<file path="src/rtl/rau_pkg.sv">
// ----------------------------------------------------------------------------
// rau_pkg
// Shared codes, widths and the queue entry type of the rational unit.
// ----------------------------------------------------------------------------
package rau_pkg;

    localparam int RES_W           = 33;
    localparam int OPERAND_W_DFLT  = 16;
    localparam int QUEUE_DEPTH     = 2;
    localparam int DIV_STEPS       = RES_W;

    localparam logic [3:0] KIND_ADD = 4'd0;
    localparam logic [3:0] KIND_SUB = 4'd1;
    localparam logic [3:0] KIND_MUL = 4'd2;
    localparam logic [3:0] KIND_DIV = 4'd3;
    localparam logic [3:0] KIND_NEG = 4'd4;
    localparam logic [3:0] KIND_LT  = 4'd5;
    localparam logic [3:0] KIND_LE  = 4'd6;
    localparam logic [3:0] KIND_EQ  = 4'd7;
    localparam logic [3:0] KIND_GT  = 4'd8;
    localparam logic [3:0] KIND_GE  = 4'd9;

    // One classified word: unreduced fraction plus flags.
    typedef struct packed {
        logic signed [RES_W-1:0] num;
        logic signed [RES_W-1:0] den;
        logic                    cmp;
        logic                    err;
        logic                    reduce;
    } rau_item_t;

    // Handshake between queue and either neighbour.
    typedef struct packed {
        logic push;
        logic pop;
    } rau_qctl_t;

endpackage

</file>
<file path="src/rtl/rau_div.sv">
// ----------------------------------------------------------------------------
// rau_div
// Restoring unsigned divider, one quotient bit per cycle.
// ----------------------------------------------------------------------------
module rau_div
    import rau_pkg::*;
(
    input  logic             aclk,
    input  logic             aresetn,
    input  logic             start,
    input  logic [RES_W-1:0] dividend,
    input  logic [RES_W-1:0] divisor,
    output logic             done,
    output logic [RES_W-1:0] quot,
    output logic [RES_W-1:0] rem
);

    localparam int CNT_W = $clog2(DIV_STEPS + 1);

    logic             busy_reg, busy_next;
    logic             done_reg, done_next;
    logic [CNT_W-1:0] cnt_reg, cnt_next;
    logic [RES_W-1:0] q_reg, q_next;
    logic [RES_W-1:0] r_reg, r_next;
    logic [RES_W-1:0] dvs_reg, dvs_next;
    logic [RES_W:0]   shifted;
    logic [RES_W:0]   diff;

    assign shifted = {r_reg, q_reg[RES_W-1]};
    assign diff    = shifted - {1'b0, dvs_reg};

    always_comb begin
        busy_next = busy_reg;
        done_next = 1'b0;
        cnt_next  = cnt_reg;
        q_next    = q_reg;
        r_next    = r_reg;
        dvs_next  = dvs_reg;
        if (start) begin
            busy_next = 1'b1;
            cnt_next  = CNT_W'(DIV_STEPS);
            q_next    = dividend;
            r_next    = '0;
            dvs_next  = divisor;
        end else if (busy_reg) begin
            if (!diff[RES_W]) begin
                r_next = diff[RES_W-1:0];
                q_next = {q_reg[RES_W-2:0], 1'b1};
            end else begin
                r_next = shifted[RES_W-1:0];
                q_next = {q_reg[RES_W-2:0], 1'b0};
            end
            cnt_next = cnt_reg - CNT_W'(1);
            if (cnt_reg == CNT_W'(1)) begin
                busy_next = 1'b0;
                done_next = 1'b1;
            end
        end
    end

    always_ff @(posedge aclk) begin
        if (!aresetn) begin
            busy_reg <= 1'b0;
            done_reg <= 1'b0;
            cnt_reg  <= '0;
        end else begin
            busy_reg <= busy_next;
            done_reg <= done_next;
            cnt_reg  <= cnt_next;
        end
        q_reg   <= q_next;
        r_reg   <= r_next;
        dvs_reg <= dvs_next;
    end

    assign done = done_reg;
    assign quot = q_reg;
    assign rem  = r_reg;

endmodule

</file>
<file path="src/rtl/rau_front.sv">
// ----------------------------------------------------------------------------
// rau_front
// Accepts a word, forms the cross products and classifies the operation.
// ----------------------------------------------------------------------------
module rau_front
    import rau_pkg::*;
#(
    parameter int OPERAND_WIDTH = OPERAND_W_DFLT
)
(
    input  logic                            aclk,
    input  logic                            aresetn,
    input  logic                            s_valid,
    output logic                            s_ready,
    input  logic [3:0]                      s_kind,
    input  logic signed [OPERAND_WIDTH-1:0] s_a_num,
    input  logic signed [OPERAND_WIDTH-1:0] s_a_den,
    input  logic signed [OPERAND_WIDTH-1:0] s_b_num,
    input  logic signed [OPERAND_WIDTH-1:0] s_b_den,
    input  logic                            q_full,
    output logic                            q_push,
    output rau_item_t                       q_item
);

    localparam int PW = 2 * OPERAND_WIDTH;
    localparam logic [1:0] F_IDLE = 2'd0;
    localparam logic [1:0] F_MUL  = 2'd1;
    localparam logic [1:0] F_PUSH = 2'd2;

    logic [1:0] state_reg, state_next;
    logic [3:0] kind_reg;
    logic signed [OPERAND_WIDTH-1:0] an_reg, ad_reg, bn_reg, bd_reg;
    logic signed [RES_W-1:0] anbd_reg, adbn_reg, adbd_reg, anbn_reg;
    logic signed [PW-1:0]    p_anbd, p_adbn, p_adbd, p_anbn;
    logic signed [PW+RES_W-1:0] e_anbd, e_adbn, e_adbd, e_anbn;
    logic signed [OPERAND_WIDTH+RES_W-1:0] e_an, e_ad;
    logic signed [RES_W-1:0] an33, ad33;
    rau_item_t item;
    logic      frac;

    assign p_anbd = an_reg * bd_reg;
    assign p_adbn = ad_reg * bn_reg;
    assign p_adbd = ad_reg * bd_reg;
    assign p_anbn = an_reg * bn_reg;
    assign e_anbd = (PW+RES_W)'(p_anbd);
    assign e_adbn = (PW+RES_W)'(p_adbn);
    assign e_adbd = (PW+RES_W)'(p_adbd);
    assign e_anbn = (PW+RES_W)'(p_anbn);
    assign e_an   = (OPERAND_WIDTH+RES_W)'(an_reg);
    assign e_ad   = (OPERAND_WIDTH+RES_W)'(ad_reg);
    assign an33   = e_an[RES_W-1:0];
    assign ad33   = e_ad[RES_W-1:0];

    always_comb begin
        item     = '0;
        item.den = RES_W'(1);
        frac     = 1'b1;
        case (kind_reg)
            KIND_ADD: begin
                item.num = anbd_reg + adbn_reg;
                item.den = adbd_reg;
            end
            KIND_SUB: begin
                item.num = anbd_reg - adbn_reg;
                item.den = adbd_reg;
            end
            KIND_MUL: begin
                item.num = anbn_reg;
                item.den = adbd_reg;
            end
            KIND_DIV: begin
                item.num = anbd_reg;
                item.den = adbn_reg;
            end
            KIND_NEG: begin
                item.num = -an33;
                item.den = ad33;
            end
            KIND_LT: begin frac = 1'b0; item.cmp = anbd_reg <  adbn_reg; end
            KIND_LE: begin frac = 1'b0; item.cmp = anbd_reg <= adbn_reg; end
            KIND_EQ: begin frac = 1'b0; item.cmp = anbd_reg == adbn_reg; end
            KIND_GT: begin frac = 1'b0; item.cmp = anbd_reg >  adbn_reg; end
            KIND_GE: begin frac = 1'b0; item.cmp = anbd_reg >= adbn_reg; end
            default: frac = 1'b0;
        endcase
        if (!frac) begin
            item.num = '0;
            item.den = RES_W'(1);
        end else if (item.den == '0) begin
            item.num = '0;
            item.den = RES_W'(1);
            item.err = 1'b1;
        end else begin
            item.reduce = 1'b1;
        end
    end

    always_comb begin
        state_next = state_reg;
        case (state_reg)
            F_IDLE:  if (s_valid) state_next = F_MUL;
            F_MUL:   state_next = F_PUSH;
            F_PUSH:  if (!q_full) state_next = F_IDLE;
            default: state_next = F_IDLE;
        endcase
    end

    always_ff @(posedge aclk) begin
        if (!aresetn) begin
            state_reg <= F_IDLE;
        end else begin
            state_reg <= state_next;
        end
        if (state_reg == F_IDLE && s_valid) begin
            kind_reg <= s_kind;
            an_reg   <= s_a_num;
            ad_reg   <= s_a_den;
            bn_reg   <= s_b_num;
            bd_reg   <= s_b_den;
        end
        if (state_reg == F_MUL) begin
            anbd_reg <= e_anbd[RES_W-1:0];
            adbn_reg <= e_adbn[RES_W-1:0];
            adbd_reg <= e_adbd[RES_W-1:0];
            anbn_reg <= e_anbn[RES_W-1:0];
        end
    end

    assign s_ready = (state_reg == F_IDLE);
    assign q_push  = (state_reg == F_PUSH) && !q_full;
    assign q_item  = item;

endmodule

</file>
<file path="src/rtl/rau_queue.sv">
// ----------------------------------------------------------------------------
// rau_queue
// Short queue of classified words between front and back.
// ----------------------------------------------------------------------------
module rau_queue
    import rau_pkg::*;
(
    input  logic      aclk,
    input  logic      aresetn,
    input  rau_qctl_t ctl,
    input  rau_item_t wr_item,
    output rau_item_t rd_item,
    output logic      full,
    output logic      empty
);

    localparam int PTR_W = (QUEUE_DEPTH > 1) ? $clog2(QUEUE_DEPTH) : 1;
    localparam int CNT_W = $clog2(QUEUE_DEPTH + 1);

    rau_item_t        mem [QUEUE_DEPTH];
    logic [PTR_W-1:0] wp_reg, rp_reg;
    logic [CNT_W-1:0] cnt_reg;

    function automatic logic [PTR_W-1:0] bump(input logic [PTR_W-1:0] p);
        if (p == PTR_W'(QUEUE_DEPTH - 1)) begin
            return '0;
        end
        return p + PTR_W'(1);
    endfunction

    always_ff @(posedge aclk) begin
        if (!aresetn) begin
            wp_reg  <= '0;
            rp_reg  <= '0;
            cnt_reg <= '0;
        end else begin
            if (ctl.push) wp_reg <= bump(wp_reg);
            if (ctl.pop)  rp_reg <= bump(rp_reg);
            if (ctl.push && !ctl.pop)      cnt_reg <= cnt_reg + CNT_W'(1);
            else if (ctl.pop && !ctl.push) cnt_reg <= cnt_reg - CNT_W'(1);
        end
        if (ctl.push) mem[wp_reg] <= wr_item;
    end

    assign rd_item = mem[rp_reg];
    assign full    = (cnt_reg == CNT_W'(QUEUE_DEPTH));
    assign empty   = (cnt_reg == '0);

endmodule

</file>
<file path="src/rtl/rau_back.sv">
// ----------------------------------------------------------------------------
// rau_back
// Reduces a fraction by Euclid's rule on a shared divider and holds the result.
// ----------------------------------------------------------------------------
module rau_back
    import rau_pkg::*;
(
    input  logic                    aclk,
    input  logic                    aresetn,
    input  logic                    q_empty,
    input  rau_item_t               q_item,
    output logic                    q_pop,
    output logic                    m_valid,
    input  logic                    m_ready,
    output logic signed [RES_W-1:0] m_res_num,
    output logic signed [RES_W-1:0] m_res_den,
    output logic                    m_compare_true,
    output logic                    m_div_zero
);

    localparam logic [3:0] B_IDLE  = 4'd0;
    localparam logic [3:0] B_EGO   = 4'd1;
    localparam logic [3:0] B_EWAIT = 4'd2;
    localparam logic [3:0] B_NGO   = 4'd3;
    localparam logic [3:0] B_NWAIT = 4'd4;
    localparam logic [3:0] B_DGO   = 4'd5;
    localparam logic [3:0] B_DWAIT = 4'd6;
    localparam logic [3:0] B_OUT   = 4'd7;

    logic [3:0] state_reg;
    logic signed [RES_W-1:0] n_reg, d_reg, on_reg, od_reg, g_reg;
    logic signed [RES_W-1:0] rn_reg, rd_reg;
    logic cmp_reg, err_reg;

    logic             dv_start, dv_done;
    logic [RES_W-1:0] dv_a, dv_b, dv_q, dv_r;
    logic signed [RES_W-1:0] dv_sa, dv_sb, rem_s, quo_s;

    function automatic logic [RES_W-1:0] mag(input logic signed [RES_W-1:0] v);
        return v[RES_W-1] ? RES_W'(-v) : v;
    endfunction

    always_comb begin
        dv_sa = n_reg;
        dv_sb = d_reg;
        case (state_reg)
            B_NGO, B_NWAIT: begin dv_sa = on_reg; dv_sb = g_reg; end
            B_DGO, B_DWAIT: begin dv_sa = od_reg; dv_sb = g_reg; end
            default: ;
        endcase
    end

    assign dv_a     = mag(dv_sa);
    assign dv_b     = mag(dv_sb);
    assign dv_start = (state_reg == B_EGO) || (state_reg == B_NGO) || (state_reg == B_DGO);
    // Truncating division: remainder follows dividend, quotient the sign product.
    assign rem_s    = dv_sa[RES_W-1] ? -$signed(dv_r) : $signed(dv_r);
    assign quo_s    = (dv_sa[RES_W-1] ^ dv_sb[RES_W-1]) ? -$signed(dv_q) : $signed(dv_q);

    rau_div u_div (
        .aclk     (aclk),
        .aresetn  (aresetn),
        .start    (dv_start),
        .dividend (dv_a),
        .divisor  (dv_b),
        .done     (dv_done),
        .quot     (dv_q),
        .rem      (dv_r)
    );

    assign q_pop = (state_reg == B_IDLE) && !q_empty;

    always_ff @(posedge aclk) begin
        if (!aresetn) begin
            state_reg <= B_IDLE;
        end else begin
            case (state_reg)
                B_IDLE: if (!q_empty) begin
                    state_reg <= q_item.reduce ? B_EGO : B_OUT;
                end
                B_EGO:   state_reg <= B_EWAIT;
                B_EWAIT: if (dv_done) begin
                    state_reg <= (rem_s == '0) ? B_NGO : B_EGO;
                end
                B_NGO:   state_reg <= B_NWAIT;
                B_NWAIT: if (dv_done) state_reg <= B_DGO;
                B_DGO:   state_reg <= B_DWAIT;
                B_DWAIT: if (dv_done) state_reg <= B_OUT;
                B_OUT:   if (m_ready) state_reg <= B_IDLE;
                default: state_reg <= B_IDLE;
            endcase
        end
        if (q_pop) begin
            n_reg   <= q_item.num;
            d_reg   <= q_item.den;
            on_reg  <= q_item.num;
            od_reg  <= q_item.den;
            rn_reg  <= q_item.num;
            rd_reg  <= q_item.den;
            cmp_reg <= q_item.cmp;
            err_reg <= q_item.err;
        end
        if (state_reg == B_EWAIT && dv_done) begin
            if (rem_s == '0) begin
                g_reg <= d_reg;
            end else begin
                n_reg <= d_reg;
                d_reg <= rem_s;
            end
        end
        if (state_reg == B_NWAIT && dv_done) rn_reg <= quo_s;
        if (state_reg == B_DWAIT && dv_done) rd_reg <= quo_s;
    end

    assign m_valid        = (state_reg == B_OUT);
    assign m_res_num      = rn_reg;
    assign m_res_den      = rd_reg;
    assign m_compare_true = cmp_reg;
    assign m_div_zero     = err_reg;

endmodule

</file>
<file path="src/rtl/rational_arithmetic_unit.sv">
// ----------------------------------------------------------------------------
// rational_arithmetic_unit
// Fraction add, subtract, multiply, divide, negate and compare, with reduction.
// ----------------------------------------------------------------------------
// Usage:
//   Input channel s_*: one word carries s_kind and two fractions a and b.
//   Result channel m_*: one word per input word, in order: reduced numerator
//   and denominator, comparison outcome and a zero-denominator flag.
//   Front: takes a word, registers the four cross products, classifies the
//   operation and pushes into a two-entry queue, one word at a time.
//   Back: reduces by Euclid's rule with truncating remainder on one shared
//   restoring divider, then divides numerator and denominator by g.
//   Comparisons and errors skip the divider; for fractions the divider
//   sets throughput.
//   Reset: aresetn clears both state machines and empties the queue.
//   Stall: a held result blocks the back; the front keeps taking words until
//   the queue is full and it holds one word of its own, then drops s_ready.
// ----------------------------------------------------------------------------
module rational_arithmetic_unit
    import rau_pkg::*;
#(
    parameter int OPERAND_WIDTH = OPERAND_W_DFLT
)
(
    input  logic                            aclk,
    input  logic                            aresetn,
    input  logic                            s_valid,
    output logic                            s_ready,
    input  logic [3:0]                      s_kind,
    input  logic signed [OPERAND_WIDTH-1:0] s_a_num,
    input  logic signed [OPERAND_WIDTH-1:0] s_a_den,
    input  logic signed [OPERAND_WIDTH-1:0] s_b_num,
    input  logic signed [OPERAND_WIDTH-1:0] s_b_den,
    output logic                            m_valid,
    input  logic                            m_ready,
    output logic signed [RES_W-1:0]         m_res_num,
    output logic signed [RES_W-1:0]         m_res_den,
    output logic                            m_compare_true,
    output logic                            m_div_zero
);

    rau_item_t push_item, head_item;
    rau_qctl_t qctl;
    logic      q_full, q_empty;

    // Front: accept and classify.
    rau_front #(.OPERAND_WIDTH(OPERAND_WIDTH)) u_front (
        .aclk    (aclk),
        .aresetn (aresetn),
        .s_valid (s_valid),
        .s_ready (s_ready),
        .s_kind  (s_kind),
        .s_a_num (s_a_num),
        .s_a_den (s_a_den),
        .s_b_num (s_b_num),
        .s_b_den (s_b_den),
        .q_full  (q_full),
        .q_push  (qctl.push),
        .q_item  (push_item)
    );

    // Hold classified words until the back is free.
    rau_queue u_queue (
        .aclk    (aclk),
        .aresetn (aresetn),
        .ctl     (qctl),
        .wr_item (push_item),
        .rd_item (head_item),
        .full    (q_full),
        .empty   (q_empty)
    );

    // Back: reduce and present the result word.
    rau_back u_back (
        .aclk           (aclk),
        .aresetn        (aresetn),
        .q_empty        (q_empty),
        .q_item         (head_item),
        .q_pop          (qctl.pop),
        .m_valid        (m_valid),
        .m_ready        (m_ready),
        .m_res_num      (m_res_num),
        .m_res_den      (m_res_den),
        .m_compare_true (m_compare_true),
        .m_div_zero     (m_div_zero)
    );

    a_err_zero: assert property (@(posedge aclk) disable iff (!aresetn)
        m_valid && m_div_zero |-> m_res_num == '0 && m_res_den == RES_W'(1))
        else $error("error word not 0/1");

    a_cmp_no_err: assert property (@(posedge aclk) disable iff (!aresetn)
        m_valid && m_compare_true |-> !m_div_zero)
        else $error("comparison flagged as error");

    a_den_nonzero: assert property (@(posedge aclk) disable iff (!aresetn)
        m_valid |-> m_res_den != '0)
        else $error("zero denominator delivered");

    a_no_overrun: assert property (@(posedge aclk) disable iff (!aresetn)
        q_full |-> !qctl.push)
        else $error("queue overrun");

endmodule
</file>
<file path="config.mk">
export PLATFORM = sky130hd
export DESIGN_NAME = rational_arithmetic_unit
export DESIGN_NICKNAME = d
export VERILOG_FILES = /design/src/rtl/rau_pkg.sv /design/src/rtl/rau_div.sv /design/src/rtl/rau_front.sv /design/src/rtl/rau_queue.sv /design/src/rtl/rau_back.sv /design/src/rtl/rational_arithmetic_unit.sv
export SDC_FILE = /design/constraint.sdc
export NUM_CORES = 2
export LEC_CHECK = 0
export BUFFER_PORTS_ARGS = -buffer_cell sky130_fd_sc_hd__buf_2
export CAP_MARGIN = 10
export CORE_UTILIZATION = 65
export CTS_BUF_LIST = sky130_fd_sc_hd__clkbuf_8 sky130_fd_sc_hd__clkbuf_16
export CTS_CLUSTER_DIAMETER = 40
export DETAILED_ROUTE_END_ITERATION = 16
export PLACE_DENSITY = 0.94
export SLEW_MARGIN = 20
export SYNTH_ARGS = -nofsm -noshare
export SYNTH_HDL_FRONTEND = slang
export SYNTH_SLANG_ARGS = --single-unit
export TNS_END_PERCENT = 30
</file>
<file path="constraint.sdc">
create_clock -name aclk -period 9.1 [get_ports aclk]
set_clock_uncertainty 0.1 [all_clocks]
set_input_delay 0.91 -clock aclk [delete_from_list [all_inputs] [get_ports aclk]]
set_output_delay 0.91 -clock aclk [all_outputs]
set_load 0.01 [all_outputs]
</file>
==> results.md <==
* Outcome: finished, final reports clean
* Multi-input gate area at between 0.04 and 0.05 mm²
* Cell area after layout at between 0.08 and 0.09 mm²
* Top_reg_cell synth: edfxtp_1
* Drt via density at 6.467
* Unrepaired setup endpoints after global routing: false
* Drt total wl at 231.7 mm
* Fill cell total of the finished layout at approximately 7200
* Syn Nets at 9150
* Maximum fanout along the worst path at 22
* Clock transition at path regs at 70 ps
* Clock buffer depth at 3
* Worst hold path startpoint: s_b_den[13]
* Setup_tns at 0 ps
* Remaining DRCs at 0
* Hold WC Path Type: in -> reg
* First-pass GRT wire length at 353.7 mm
* Grt ovf at 0
* Max_cap viols at 0
* Layout area overhead at 7.388%
* Clock Sinks at just under 700
* Global route hottest layer: met2
* Worst reg-to-reg setup slack at between 1000 and 1500 ps
* Worst r2r src: u_front.bd_reg[1]
* GR Util met3 at 11.92%
* Post-synth top cells: 1272 x inv_1, 1051 x fa_1, 815 x nand2_1
* Crit. End Element: flop
* Ranking of synthesized cells by area: fa_1 28%, edfxtp_1 23%, ha_1 7.3%, inv_1 6.4%, and2_1 4.2%
* Die width at 341.8 µm
* Post-synthesis sequential area ratio at around a quarter
* Die area at 0.1168 mm²
* Mapped Area at 0.07505 mm²
* Die H at between 300 and 400 µm
* WP data required at 9450 ps
* Root buf cell: clkbuf_16
* Synth area leader: fa_1
* Synth Instances at 7591
* FMAX at 0.1272 GHz
* Final Hold Vio Count at 0
* Final HPWL DP at 168.9 mm
* Synth cell types at 82
* M1 GR Usage at 45.24%
* Number of max-slew violations in the final report at 0
* Vias in the first global route at 62670
* # rows at roughly 120
* GR Layer Usage met2 at 62.10%
* Iter 0 DRT Violations at 7646
* Inserted Clock Buffers at 95
* Register bit total from synthesis at 681
* # setup viols final at 0
* Initial Util at 65.64%
* Final worst path period share at 86.41%
* FFs w/ async S/R, synth at 0%
* Gpl congestion at 1.020
* Max reg flops at 136
* Htree depth at 3
* Postcts setup bufs at 0
* First-pass DRT Iterations at 12
* Crit path DAT at 8220 ps
* Routed vias at about 59000
* Gr usage total at 40.17%
* Post-synth top area share at 28.03%
* Layout cell share with drive strength beyond 1 at 7.950%
* Register area at between 0.015 and 0.02 mm²
* Critical Path Source Type: flop
* CP startpoint: u_front.bd_reg[1]
* Yosys warns at 0
* Final #Nets at 9112
* Port Buffers at 141
* Pin count of the biggest net entering global routing at 76
* Worst Tran Pin Value at 1246 ps
* Final ANT Viol Nets at 0
* EDFF count, synth at 564
* Most flop-heavy register: u_queue.mem
* Drt wl/cell at 25.31 µm
* Io pins at roughly 140
* Count leader, synth: inv_1
* Core Area at ~0.11 mm²
* Placed standard-cell area at 0.07710 mm²
* Final min period at 7863 ps
* Initial antenna violation count at 21
* Final Core Density at 70.49%
* Rel. slew slack at 16.94%
* Post-CTS Hold Fix Bufs at 0
* Syn avg cell area at 9.887 µm²
* Kind of critical path: reg -> reg
* TritonCTS clock tree: done
* Worst skew pair latency at 780 ps
* Post-cts resize count at 0
==> cell families (layout without fill, tap and decap cells) <==
kind of cell,Yosys count,in the layout,share of synthesized area (%)
adders and majority gates,1487,1487,35.30
DFF,681,681,25.69
and+or+nand+nor,2046,2046,13.18
AOI/OAI and AO/OA,1004,1004,8.297
muxes,369,369,5.175
other,0,8,0
buffers and inverters,1661,1705,8.357
xor gates and xnor gates,343,343,4.003
==> path summary, 6_finish.rpt <==
kind	to	cells past startpoint
hold reg to reg	u_back.g_reg[3]	0
setup / recovery	u_front.anbd_reg[30]	20
setup reg to reg	u_front.anbd_reg[30]	20
hold / removal	u_front.bd_reg[13]	1
==> cell type report <==
| class | count | share of cell area [%] |
|---|---|---|
| clock inverters | 82 | 1.211 |
| repair buffers | 251 | 1.978 |
| clock buffers | 97 | 2.984 |
| flip-flops and latches | 681 | 23.93 |
| well taps | 1512 | 2.347 |
| multi-input cells | 5249 | 61.59 |
| diodes | 8 | 0.02484 |
| inverters | 1275 | 5.941 |
==> metrics by stage <==
step / worst slack [ps] / hold WS [ps] / instances
2_1_floorplan: 2352 / 340.3 / 7591
3_3_place_gp: 1834 / 399.1 / 8963
3_5_place_dp: 1501 / 385.1 / 8964
4_1_cts: 1394 / 175.3 / 9143
5_1_grt: 1054 / 186.4 / 9147
6_report: 1237 / 204.2 / 9155
==> cell usage in the layout (no fill, tap or decap), types with 44 or more instances in the layout <==
| cell type | Yosys | routed |
|---|---|---|
| ha_1 | 436 | 436 |
| o31ai_1 | 51 | 51 |
| mux2_2 | 124 | 124 |
| nand2_1 | 815 | 812 |
| nor3_1 | 92 | 90 |
| edfxtp_1 | 564 | 564 |
| a31oi_1 | 44 | 44 |
| xnor2_1 | 229 | 228 |
| mux2i_1 | 238 | 237 |
| fa_1 | 1051 | 1051 |
| buf_4 | 2 | 105 |
| and2_1 | 508 | 506 |
| a21o_1 | 79 | 79 |
| inv_1 | 1272 | 1276 |
| nor2_1 | 310 | 306 |
| xor2_1 | 114 | 113 |
| buf_2 | 12 | 141 |
| dfxtp_1 | 117 | 113 |
| a21oi_1 | 324 | 323 |
| o21ai_0 | 255 | 254 |
| clkbuf_16 | 0 | 95 |
| nand3_1 | 66 | 66 |
==> critical path, cell delays in order, from the launching register on <==
cell and delay [ps]:
edfxtp_1 1010, buf_4 320, and2_1 170, fa_1 470
fa_1 530, ha_1 220, fa_1 480, inv_1 60
fa_1 440, fa_1 530, inv_1 70, ha_1 350
a2111oi_0 580, nand2_1 180, a41o_1 310, a41oi_1 400
a211oi_1 220, o41a_1 380, a41o_1 270, o41ai_1 370
xnor2_1 110
==> layer usage <==
layer / part of all wire, % / vias to the layer above
met5: 0.065 / -
met4: 11 / 20
met3: 13 / 1466
met2: 45 / 4789
met1: 31 / 28490
li1: - / 24430
Power is not shown: default switching activity piles up to over one toggle a cycle in this logic, so the estimate is an artifact.
